### src/trsdl_pkg.sv
`timescale 1ns / 1ps
`default_nettype none
// ----------------------------------------------------------------------------
// trsdl_pkg
// Shared types, register codes and helpers of the trackpad scroll lock unit.
// ----------------------------------------------------------------------------
package trsdl_pkg;

  // Default width of the signed motion deltas.
  localparam int unsigned DELTA_BITS_DEF = 13;

  // Scroll gain is in hundredths: counts are (remainder + delta * speed) / 100.
  localparam int unsigned SCROLL_DIV = 100;

  // Largest magnitude of a wheel count.
  localparam int unsigned SAT_MAX = 127;

  // Configuration register indexes.
  localparam int unsigned CFG_IDX_BITS = 2;
  localparam logic [CFG_IDX_BITS-1:0] CFG_SCROLL_SPEED = 2'd0;
  localparam logic [CFG_IDX_BITS-1:0] CFG_REVERSE_HORIZONTAL = 2'd1;
  localparam logic [CFG_IDX_BITS-1:0] CFG_REVERSE_VERTICAL = 2'd2;

  // Reset values of the configuration registers.
  localparam logic [7:0] SCROLL_SPEED_RST = 8'd100;

  // Direction lock.
  typedef enum logic [3:0] {
    LOCK_UNDECIDED  = 4'b0001,
    LOCK_VERTICAL   = 4'b0010,
    LOCK_HORIZONTAL = 4'b0100,
    LOCK_BOTH       = 4'b1000
  } axis_lock_e;

  // Per-item control flags carried from the input stage to the lock core.
  typedef struct packed {
    logic restart;   // clear remainders and lock before this item
    logic vert_dom;  // current and previous deltas both 2x vertical
    logic horz_dom;  // current and previous deltas both 2x horizontal
  } item_ctl_t;

  // Apply a sign to a clamped 7-bit magnitude.
  function automatic logic signed [7:0] signed_count(input logic neg,
                                                     input logic [6:0] mag);
    logic signed [7:0] pos;
    pos = $signed({1'b0, mag});
    return neg ? -pos : pos;
  endfunction

endpackage
`default_nettype wire

### src/trackpad_scroll_direction_lock_unit.sv
`timescale 1ns / 1ps
`default_nettype none
// ----------------------------------------------------------------------------
// trackpad_scroll_direction_lock_unit
// Turns trackpad motion reports into wheel counts with a direction lock.
// ----------------------------------------------------------------------------
// Usage:
//   Input channel (in_valid_i / in_stall_o) carries one motion report per
//   item: current and previous X/Y deltas and a restart flag. Output channel
//   (out_valid_o / out_stall_i) returns one item per report with the
//   vertical and horizontal wheel counts. An item moves when valid is high
//   and stall is low.
//   Path: an accepted item waits in the input register, then passes through
//   the divide and lock logic into the result register that drives the output.
//   Throughput: one item per cycle while the output is not stalled. Each item
//   reads and updates the remainders and lock in one pass (add, reciprocal
//   multiply by 1/100, one correction), which is what bounds the cycle.
//   Stall: while the result register is held, the input register keeps its
//   item and in_stall_o rises once it is full; an empty result register
//   never stalls the input.
//   Reset: remainders clear, the lock goes undecided, both channels empty,
//   and the gain returns to 100 with both reversals off. Configuration:
//   cfg_we_i writes cfg_data_i to register cfg_index_i (0 speed, 1 reverse
//   horizontal, 2 reverse vertical); users write only while idle, unenforced.
// ----------------------------------------------------------------------------
module trackpad_scroll_direction_lock_unit import trsdl_pkg::*; #(
  parameter int unsigned DELTA_BITS = DELTA_BITS_DEF
) (
  input  logic                          clk_i,
  input  logic                          rst_ni,
  // motion reports
  input  logic                          in_valid_i,
  output logic                          in_stall_o,
  input  logic signed [DELTA_BITS-1:0]  delta_x_i,
  input  logic signed [DELTA_BITS-1:0]  delta_y_i,
  input  logic signed [DELTA_BITS-1:0]  prev_delta_x_i,
  input  logic signed [DELTA_BITS-1:0]  prev_delta_y_i,
  input  logic                          restart_i,
  // wheel counts
  output logic                          out_valid_o,
  input  logic                          out_stall_i,
  output logic signed [7:0]             wheel_vertical_o,
  output logic signed [7:0]             wheel_horizontal_o,
  // configuration writes
  input  logic                          cfg_we_i,
  input  logic [CFG_IDX_BITS-1:0]       cfg_index_i,
  input  logic [7:0]                    cfg_data_i
);

  localparam int unsigned ProdW = DELTA_BITS + 9;

  logic [7:0]              scroll_speed_q;
  logic                    reverse_horizontal_q;
  logic                    reverse_vertical_q;

  logic                    fire;
  logic                    stage_valid;
  logic signed [ProdW-1:0] prod_x;
  logic signed [ProdW-1:0] prod_y;
  item_ctl_t               stage_ctl;

  // Configuration registers; unknown indexes are dropped.
  always_ff @(posedge clk_i or negedge rst_ni) begin
    if (!rst_ni) begin
      scroll_speed_q       <= SCROLL_SPEED_RST;
      reverse_horizontal_q <= 1'b0;
      reverse_vertical_q   <= 1'b0;
    end else if (cfg_we_i) begin
      unique case (cfg_index_i)
        CFG_SCROLL_SPEED:       scroll_speed_q       <= cfg_data_i;
        CFG_REVERSE_HORIZONTAL: reverse_horizontal_q <= cfg_data_i[0];
        CFG_REVERSE_VERTICAL:   reverse_vertical_q   <= cfg_data_i[0];
        default: begin
        end
      endcase
    end
  end

  // Scale the deltas and precompute delta dominance on the way in.
  trsdl_in_stage #(.DELTA_BITS(DELTA_BITS)) u_in_stage (
    .clk_i          (clk_i),
    .rst_ni         (rst_ni),
    .in_valid_i     (in_valid_i),
    .in_stall_o     (in_stall_o),
    .delta_x_i      (delta_x_i),
    .delta_y_i      (delta_y_i),
    .prev_delta_x_i (prev_delta_x_i),
    .prev_delta_y_i (prev_delta_y_i),
    .restart_i      (restart_i),
    .scroll_speed_i (scroll_speed_q),
    .fire_i         (fire),
    .valid_o        (stage_valid),
    .prod_x_o       (prod_x),
    .prod_y_o       (prod_y),
    .ctl_o          (stage_ctl)
  );

  // Accumulate, divide, advance the lock and register the result.
  trsdl_core #(.DELTA_BITS(DELTA_BITS)) u_core (
    .clk_i                (clk_i),
    .rst_ni               (rst_ni),
    .in_valid_i           (stage_valid),
    .prod_x_i             (prod_x),
    .prod_y_i             (prod_y),
    .ctl_i                (stage_ctl),
    .reverse_horizontal_i (reverse_horizontal_q),
    .reverse_vertical_i   (reverse_vertical_q),
    .fire_o               (fire),
    .out_valid_o          (out_valid_o),
    .out_stall_i          (out_stall_i),
    .wheel_vertical_o     (wheel_vertical_o),
    .wheel_horizontal_o   (wheel_horizontal_o)
  );

endmodule
`default_nettype wire

### src/trsdl_in_stage.sv
`timescale 1ns / 1ps
`default_nettype none
// ----------------------------------------------------------------------------
// trsdl_in_stage
// Input register: scaled deltas and dominance flags of one motion report.
// ----------------------------------------------------------------------------
module trsdl_in_stage import trsdl_pkg::*; #(
  parameter int unsigned DELTA_BITS = DELTA_BITS_DEF,
  localparam int unsigned ProdW = DELTA_BITS + 9
) (
  input  logic                          clk_i,
  input  logic                          rst_ni,
  input  logic                          in_valid_i,
  output logic                          in_stall_o,
  input  logic signed [DELTA_BITS-1:0]  delta_x_i,
  input  logic signed [DELTA_BITS-1:0]  delta_y_i,
  input  logic signed [DELTA_BITS-1:0]  prev_delta_x_i,
  input  logic signed [DELTA_BITS-1:0]  prev_delta_y_i,
  input  logic                          restart_i,
  input  logic [7:0]                    scroll_speed_i,
  input  logic                          fire_i,
  output logic                          valid_o,
  output logic signed [ProdW-1:0]       prod_x_o,
  output logic signed [ProdW-1:0]       prod_y_o,
  output item_ctl_t                     ctl_o
);

  logic                    valid_q, valid_d;
  logic                    accept;
  logic signed [8:0]       speed_s;
  logic signed [ProdW-1:0] prod_x_d, prod_x_q;
  logic signed [ProdW-1:0] prod_y_d, prod_y_q;
  item_ctl_t               ctl_d, ctl_q;

  // one bit wider than the delta so the most negative value keeps its size
  function automatic logic [DELTA_BITS:0] magnitude(input logic signed [DELTA_BITS-1:0] v);
    logic signed [DELTA_BITS:0] w;
    w = {v[DELTA_BITS-1], v};
    if (w < 0) begin
      w = -w;
    end
    return w;
  endfunction

  // major dominates minor when |major| > 2 * |minor|
  function automatic logic dominates(input logic signed [DELTA_BITS-1:0] major,
                                     input logic signed [DELTA_BITS-1:0] minor);
    logic [DELTA_BITS+1:0] a;
    logic [DELTA_BITS+1:0] b;
    a = {1'b0, magnitude(major)};
    b = {magnitude(minor), 1'b0};
    return a > b;
  endfunction

  assign in_stall_o = valid_q && !fire_i;
  assign accept     = in_valid_i && !in_stall_o;

  assign speed_s  = $signed({1'b0, scroll_speed_i});
  assign prod_x_d = ProdW'(delta_x_i) * ProdW'(speed_s);
  assign prod_y_d = ProdW'(delta_y_i) * ProdW'(speed_s);

  always_comb begin
    ctl_d.restart  = restart_i;
    ctl_d.vert_dom = dominates(delta_y_i, delta_x_i) &&
                     dominates(prev_delta_y_i, prev_delta_x_i);
    ctl_d.horz_dom = dominates(delta_x_i, delta_y_i) &&
                     dominates(prev_delta_x_i, prev_delta_y_i);
  end

  always_comb begin
    valid_d = valid_q;
    if (accept) begin
      valid_d = 1'b1;
    end else if (fire_i) begin
      valid_d = 1'b0;
    end
  end

  always_ff @(posedge clk_i or negedge rst_ni) begin
    if (!rst_ni) begin
      valid_q <= 1'b0;
    end else begin
      valid_q <= valid_d;
    end
  end

  always_ff @(posedge clk_i) begin
    if (accept) begin
      prod_x_q <= prod_x_d;
      prod_y_q <= prod_y_d;
      ctl_q    <= ctl_d;
    end
  end

  assign valid_o  = valid_q;
  assign prod_x_o = prod_x_q;
  assign prod_y_o = prod_y_q;
  assign ctl_o    = ctl_q;

endmodule
`default_nettype wire

### src/trsdl_div100.sv
`timescale 1ns / 1ps
`default_nettype none
// ----------------------------------------------------------------------------
// trsdl_div100
// Signed divide by 100, truncated toward zero, via reciprocal multiply.
// ----------------------------------------------------------------------------
module trsdl_div100 import trsdl_pkg::*; #(
  parameter int unsigned DELTA_BITS = DELTA_BITS_DEF,
  localparam int unsigned SumW = DELTA_BITS + 9,
  localparam int unsigned QuotW = DELTA_BITS + 1
) (
  input  logic signed [SumW-1:0] sum_i,
  output logic                   neg_o,
  output logic [QuotW-1:0]       quot_o,
  output logic signed [7:0]      rem_o
);

  // |sum| < 2^MagW, so floor(2^MagW / 100) under-estimates by at most one
  localparam int unsigned MagW = DELTA_BITS + 7;
  localparam logic [MagW-1:0] Recip = MagW'((64'd1 << MagW) / SCROLL_DIV);

  logic [SumW-1:0]     abs_w;
  logic [MagW-1:0]     mag;
  logic [2*MagW-1:0]   prod;
  logic [QuotW-1:0]    q_est;
  logic [QuotW+6:0]    q_x100;
  logic [MagW-1:0]     r_wide;
  logic [7:0]          r8;
  logic [6:0]          r7;

  assign neg_o  = sum_i[SumW-1];
  assign abs_w  = neg_o ? SumW'(-sum_i) : SumW'(sum_i);
  assign mag    = abs_w[MagW-1:0];
  assign prod   = (2*MagW)'(mag) * (2*MagW)'(Recip);
  assign q_est  = prod[MagW +: QuotW];
  assign q_x100 = (QuotW + 7)'(q_est) * (QuotW + 7)'(SCROLL_DIV);
  assign r_wide = mag - q_x100[MagW-1:0];
  assign r8     = r_wide[7:0];

  // one correction step: the estimate is the quotient or one below it
  always_comb begin
    if (r8 >= 8'(SCROLL_DIV)) begin
      quot_o = q_est + QuotW'(1);
      r7     = 7'(r8 - 8'(SCROLL_DIV));
    end else begin
      quot_o = q_est;
      r7     = r8[6:0];
    end
  end

  assign rem_o = signed_count(neg_o, r7);

endmodule
`default_nettype wire

### src/trsdl_core.sv
`timescale 1ns / 1ps
`default_nettype none
// ----------------------------------------------------------------------------
// trsdl_core
// Remainder accumulation, direction lock and the result register.
// ----------------------------------------------------------------------------
module trsdl_core import trsdl_pkg::*; #(
  parameter int unsigned DELTA_BITS = DELTA_BITS_DEF,
  localparam int unsigned ProdW = DELTA_BITS + 9
) (
  input  logic                     clk_i,
  input  logic                     rst_ni,
  input  logic                     in_valid_i,
  input  logic signed [ProdW-1:0]  prod_x_i,
  input  logic signed [ProdW-1:0]  prod_y_i,
  input  item_ctl_t                ctl_i,
  input  logic                     reverse_horizontal_i,
  input  logic                     reverse_vertical_i,
  output logic                     fire_o,
  output logic                     out_valid_o,
  input  logic                     out_stall_i,
  output logic signed [7:0]        wheel_vertical_o,
  output logic signed [7:0]        wheel_horizontal_o
);

  localparam int unsigned QuotW = DELTA_BITS + 1;

  logic signed [7:0]  rem_x_q, rem_y_q;
  logic signed [7:0]  rem_x_eff, rem_y_eff;
  logic signed [7:0]  rem_x_d, rem_y_d;
  axis_lock_e         lock_q, lock_eff, lock_d;
  logic signed [ProdW-1:0] sum_x, sum_y;
  logic               neg_x, neg_y;
  logic [QuotW-1:0]   q_x, q_y;
  logic               cnt_y_dom, cnt_x_dom;
  logic               en_v, en_h;
  logic [6:0]         mag_v, mag_h;
  logic signed [7:0]  wheel_v_d, wheel_h_d;
  logic signed [7:0]  wheel_v_q, wheel_h_q;
  logic               out_valid_q, out_valid_d;

  assign fire_o = in_valid_i && (!out_valid_q || !out_stall_i);

  // restart clears the state ahead of this item
  assign rem_x_eff = ctl_i.restart ? 8'sd0 : rem_x_q;
  assign rem_y_eff = ctl_i.restart ? 8'sd0 : rem_y_q;
  assign lock_eff  = ctl_i.restart ? LOCK_UNDECIDED : lock_q;

  assign sum_x = ProdW'(rem_x_eff) + prod_x_i;
  assign sum_y = ProdW'(rem_y_eff) + prod_y_i;

  trsdl_div100 #(.DELTA_BITS(DELTA_BITS)) u_div_x (
    .sum_i  (sum_x),
    .neg_o  (neg_x),
    .quot_o (q_x),
    .rem_o  (rem_x_d)
  );

  trsdl_div100 #(.DELTA_BITS(DELTA_BITS)) u_div_y (
    .sum_i  (sum_y),
    .neg_o  (neg_y),
    .quot_o (q_y),
    .rem_o  (rem_y_d)
  );

  assign cnt_y_dom = (QuotW + 1)'(q_y) > {q_x, 1'b0};
  assign cnt_x_dom = (QuotW + 1)'(q_x) > {q_y, 1'b0};

  always_comb begin
    lock_d = lock_eff;
    unique case (lock_eff)
      LOCK_UNDECIDED: begin
        if (q_x != '0 || q_y != '0) begin
          if (cnt_y_dom) begin
            lock_d = LOCK_VERTICAL;
          end else if (cnt_x_dom) begin
            lock_d = LOCK_HORIZONTAL;
          end else begin
            lock_d = LOCK_BOTH;
          end
        end
      end
      LOCK_VERTICAL: begin
        if (ctl_i.horz_dom) begin
          lock_d = LOCK_BOTH;
        end
      end
      LOCK_HORIZONTAL: begin
        if (ctl_i.vert_dom) begin
          lock_d = LOCK_BOTH;
        end
      end
      LOCK_BOTH: begin
        lock_d = LOCK_BOTH;
      end
      default: begin
        lock_d = LOCK_UNDECIDED;
      end
    endcase
  end

  // the deciding item itself still shows zero
  assign en_v = (lock_eff != LOCK_UNDECIDED) &&
                (lock_d == LOCK_VERTICAL || lock_d == LOCK_BOTH);
  assign en_h = (lock_eff != LOCK_UNDECIDED) &&
                (lock_d == LOCK_HORIZONTAL || lock_d == LOCK_BOTH);

  assign mag_v = (q_y > QuotW'(SAT_MAX)) ? 7'(SAT_MAX) : q_y[6:0];
  assign mag_h = (q_x > QuotW'(SAT_MAX)) ? 7'(SAT_MAX) : q_x[6:0];

  assign wheel_v_d = en_v ? signed_count(neg_y ^ reverse_vertical_i, mag_v) : 8'sd0;
  assign wheel_h_d = en_h ? signed_count(neg_x ^ reverse_horizontal_i, mag_h) : 8'sd0;

  always_comb begin
    out_valid_d = out_valid_q;
    if (fire_o) begin
      out_valid_d = 1'b1;
    end else if (!out_stall_i) begin
      out_valid_d = 1'b0;
    end
  end

  always_ff @(posedge clk_i or negedge rst_ni) begin
    if (!rst_ni) begin
      out_valid_q <= 1'b0;
      rem_x_q     <= 8'sd0;
      rem_y_q     <= 8'sd0;
      lock_q      <= LOCK_UNDECIDED;
    end else begin
      out_valid_q <= out_valid_d;
      if (fire_o) begin
        rem_x_q <= rem_x_d;
        rem_y_q <= rem_y_d;
        lock_q  <= lock_d;
      end
    end
  end

  always_ff @(posedge clk_i) begin
    if (fire_o) begin
      wheel_v_q <= wheel_v_d;
      wheel_h_q <= wheel_h_d;
    end
  end

  assign out_valid_o        = out_valid_q;
  assign wheel_vertical_o   = wheel_v_q;
  assign wheel_horizontal_o = wheel_h_q;

endmodule
`default_nettype wire

### config.mk
export PLATFORM = sky130hd
export DESIGN_NAME = trackpad_scroll_direction_lock_unit
export DESIGN_NICKNAME = d
export VERILOG_FILES = /design/src/trsdl_pkg.sv /design/src/trackpad_scroll_direction_lock_unit.sv /design/src/trsdl_in_stage.sv /design/src/trsdl_div100.sv /design/src/trsdl_core.sv
export SDC_FILE = /design/constraint.sdc
export NUM_CORES = 2
export LEC_CHECK = 0
export ABC_AREA = 1
export BUFFER_PORTS_ARGS = -buffer_cell sky130_fd_sc_hd__buf_2
export CAP_MARGIN = 20
export CORE_AREA = 2 2 245 247
export DETAILED_ROUTE_END_ITERATION = 6
export DIE_AREA = 0 0 247 249
export MAX_ROUTING_LAYER = met4
export PLACE_DENSITY = 0.74
export SLEW_MARGIN = 20
export SYNTH_ARGS = -nofsm -noshare
export SYNTH_HDL_FRONTEND = slang
export SYNTH_SLANG_ARGS = --single-unit
### constraint.sdc
create_clock -name clk_i -period 14.7 [get_ports clk_i]
set_clock_uncertainty 0.05 [all_clocks]
set_input_delay 3.675 -clock clk_i [delete_from_list [all_inputs] [get_ports clk_i]]
set_output_delay 3.675 -clock clk_i [all_outputs]
set_load 0.005 [all_outputs]
==> impl_metrics.ini <==
[final_layout]
layout_common_cells = inv_1, nand2_1, ha_1, fa_1, nor2_1
final_common_cell = inv_1
postLayoutCellArea_um2 = 33500
fin_nets = 5502
area_growth_pct = 4.57
drive_above_1_share = 0.0421
final_core_utilization = 0.570

[grt]
antenna_found_initial = 5
grt_pass1_wl_um = 123000
grt_pass1_vias = 26100
grt_max_degree = 48
gr-total-overflow = 0
grt_use_total = 0.251

[synth]
syn_area_per_cell_um2 = 7.04
syn_inst = 4547
yosysWarnings = 0
yosysSeqAreaShare = 0.0843
synth_area_um2 = 32000
synth-seq-cells = 95
synth.distinct_cells = 58

[placement]
dp_hpwl_um = 64800
port-buffer-count = 85
gp_congestion = 0.992
placed_area_um2 = 33100

[cts]
clk_path_buf_depth = 2
numCtsBuffers = 9
clk_latency_ns = 0.39
hold_buffers = 0
post_cts_resized = 0
htree_num_levels = 3
cts_tree = yes
root_buffer = clkbuf_16
cts_sinks = 95
post_cts_buffers = 0
clk_pin_slew_worst_paths_ns = 0.09

[drt]
via_per_inst = 4.98
firstDrtPassIters = 5
drt-total-wl_um = 73100
vias = 26700
drc_errors = 0
drt_iter0_markers = 1683
wl_per_cell_um = 13.6
drtAntennaViolNets = 0

[critical_path]
crit_start = u_in_stage.ctl_o[2]
r2r_cells = 70
worstPathRequired_ns = 14.77
reg2reg_from = u_in_stage.ctl_o[2]
crit_type = register to register
critPathLaunchType = register
critPathCapture = u_core.wheel_vertical_o[6]
r2r_slack_ns = 1.58
crit_arrival_ns = 13.19
cp_slowest_cell = edfxtp_1
endpoint_kind = register
worst-path-max-fanout = 30
r2r_end = u_core.wheel_vertical_o[6]
max_stage_delay_ns = 0.62

[die]
pin_count = 86
start_util = 0.545
row_count = 89
dieHeight_um = 249
die-width_um = 247
fp.dieArea_um2 = 61500
core_um2 = 58700

[sta]
tightest_slew_ns = 1.17
rsz0062_at_grt = false
hold_viol = 0
relSlewSlack = 0.222
fin_crit_sh = 0.892
fin_setup_tns_ns = 0
report.final.slew_viol_count = 0
fmax_mhz = 76.2
finalSetupViolCount = 0
finalCriticalPeriod_ns = 13.12

[min_path]
worstHoldPathType = register to register

[status]
outcome = complete, no violations

[run]
drv_cap = 0
## area by class of cell
class	instances	area [um^2]
clock inverter	6	70.1
timing repair buffer	88	448
multi-input combinational	3150	24400
antenna	5	12.5
tap	773	967
inverter	1235	4640
fill	5519	25200
sequential	95	2700
clock buffer	10	250
## metrics by stage
step / setup WS (ns) / hold slack (ns) / cells
2_1_floorplan: 3.69 / 0.399 / 4550
3_3_place_gp: 1.89 / 0.419 / 5341
3_5_place_dp: 1.58 / 0.430 / 5341
4_1_cts: 1.53 / 0.450 / 5357
5_1_grt: 0.188 / 0.466 / 5362
6_report: 1.58 / 0.448 / 5362
## worst max-delay path: cells and delay by family (launching register included)
kind / cells / cell delay [ns]
xor gates and xnor gates: 3 / 1.05
AOI/OAI and AO/OA: 1 / 0.25
adders and majority gates: 13 / 4.84
and+or+nand+nor: 35 / 4.05
buffers and inverters: 18 / 1.98
DFF: 1 / 0.62
## cells by family (layout without fill, tap and decap cells)
kind of cell | count (synthesis) | after routing | synth area share
AND/OR/NAND/NOR | 1790 | 1790 | 0.234
buffers and inverters | 1305 | 1339 | 0.154
other | 1 | 9 | 0.000117
XOR/XNOR | 210 | 210 | 0.0575
multiplexers | 9 | 9 | 0.00309
AO/OA/AOI/OAI | 282 | 282 | 0.0508
flip-flops | 95 | 95 | 0.0843
adder cells (fa/ha/maj) | 855 | 855 | 0.416
## flip-flops by register name (all words and copies together) (netlist names)
signal                     count
u_core.wheel_horizontal_o      8
u_in_stage.prod_y_o           22
u_core.rem_y_q                 8
u_in_stage.prod_x_o           22
u_core.out_valid_o             1
u_in_stage.valid_o             1
u_core.wheel_vertical_o        8
u_core.lock_q                  4
reverse_vertical_q             1
reverse_horizontal_q           1
scroll_speed_q                 8
u_in_stage.ctl_o               3
u_core.rem_x_q                 8
## worst min path at each step
stage,start,to,slack [ns],depth (start not counted)
after floorplan,u_core.rem_x_q[7],u_core.rem_x_q[7],0.40,2
after global placement,u_core.rem_x_q[6],u_core.rem_x_q[6],0.42,2
after detailed placement,u_core.rem_x_q[7],u_core.rem_x_q[7],0.43,2
after CTS,u_core.rem_x_q[0],u_core.rem_x_q[0],0.45,2
after global routing,u_core.lock_q[0],u_core.lock_q[0],0.47,2
final,u_core.rem_x_q[6],u_core.rem_x_q[6],0.45,2
## metal layers
| layer | part of all wire | GRT usage | up-vias | wire [um] |
|---|---|---|---|---|
| met2 | 0.46 | 0.408 | 538 | 33500 |
| li1 | - | - | 13800 | - |
| met4 | 0.021 | 0.0587 | 0 | 1500 |
| met3 | 0.050 | 0.0346 | 84 | 3670 |
| met5 | 0 | - | - | 0 |
| met1 | 0.47 | 0.332 | 12300 | 34500 |
## cell usage after synthesis (all sizes together)
cell type,count,area (um^2)
a211oi,6,45.0
a21boi,3,22.5
a21o,8,60.1
a21oi,127,636
a221oi,2,17.5
a22oi,1,7.51
a31oi,11,68.8
a41oi,1,8.76
and2,10,62.6
and3,2,12.5
buf,10,71.3
clkbuf,60,225
clkinv,1,3.75
conb,1,3.75
dfrtp,28,701
dfstp,4,105
edfxtp,63,1890
fa,350,7010
ha,505,6320
inv,1234,4630
mux2,7,78.8
mux2i,2,20.0
nand2,1208,4620
nand3,167,886
nand3b,11,82.6
nand4,62,403
nor2,257,1010
nor3,45,225
nor3b,3,22.5
nor4,8,50.1
o211ai,5,65.1
o21a,2,15.0
o21ai,84,432
o21bai,20,150
o221a,1,11.3
o22a,1,8.76
o22ai,1,6.26
o31ai,6,45.0
o41ai,3,26.3
or2,16,100
or3,1,6.26
xnor2,49,429
xor2,161,1410
Power is left out: the tool's default activity adds up to more than one toggle a clock period on the data nets, which glitch-free logic cannot reach.
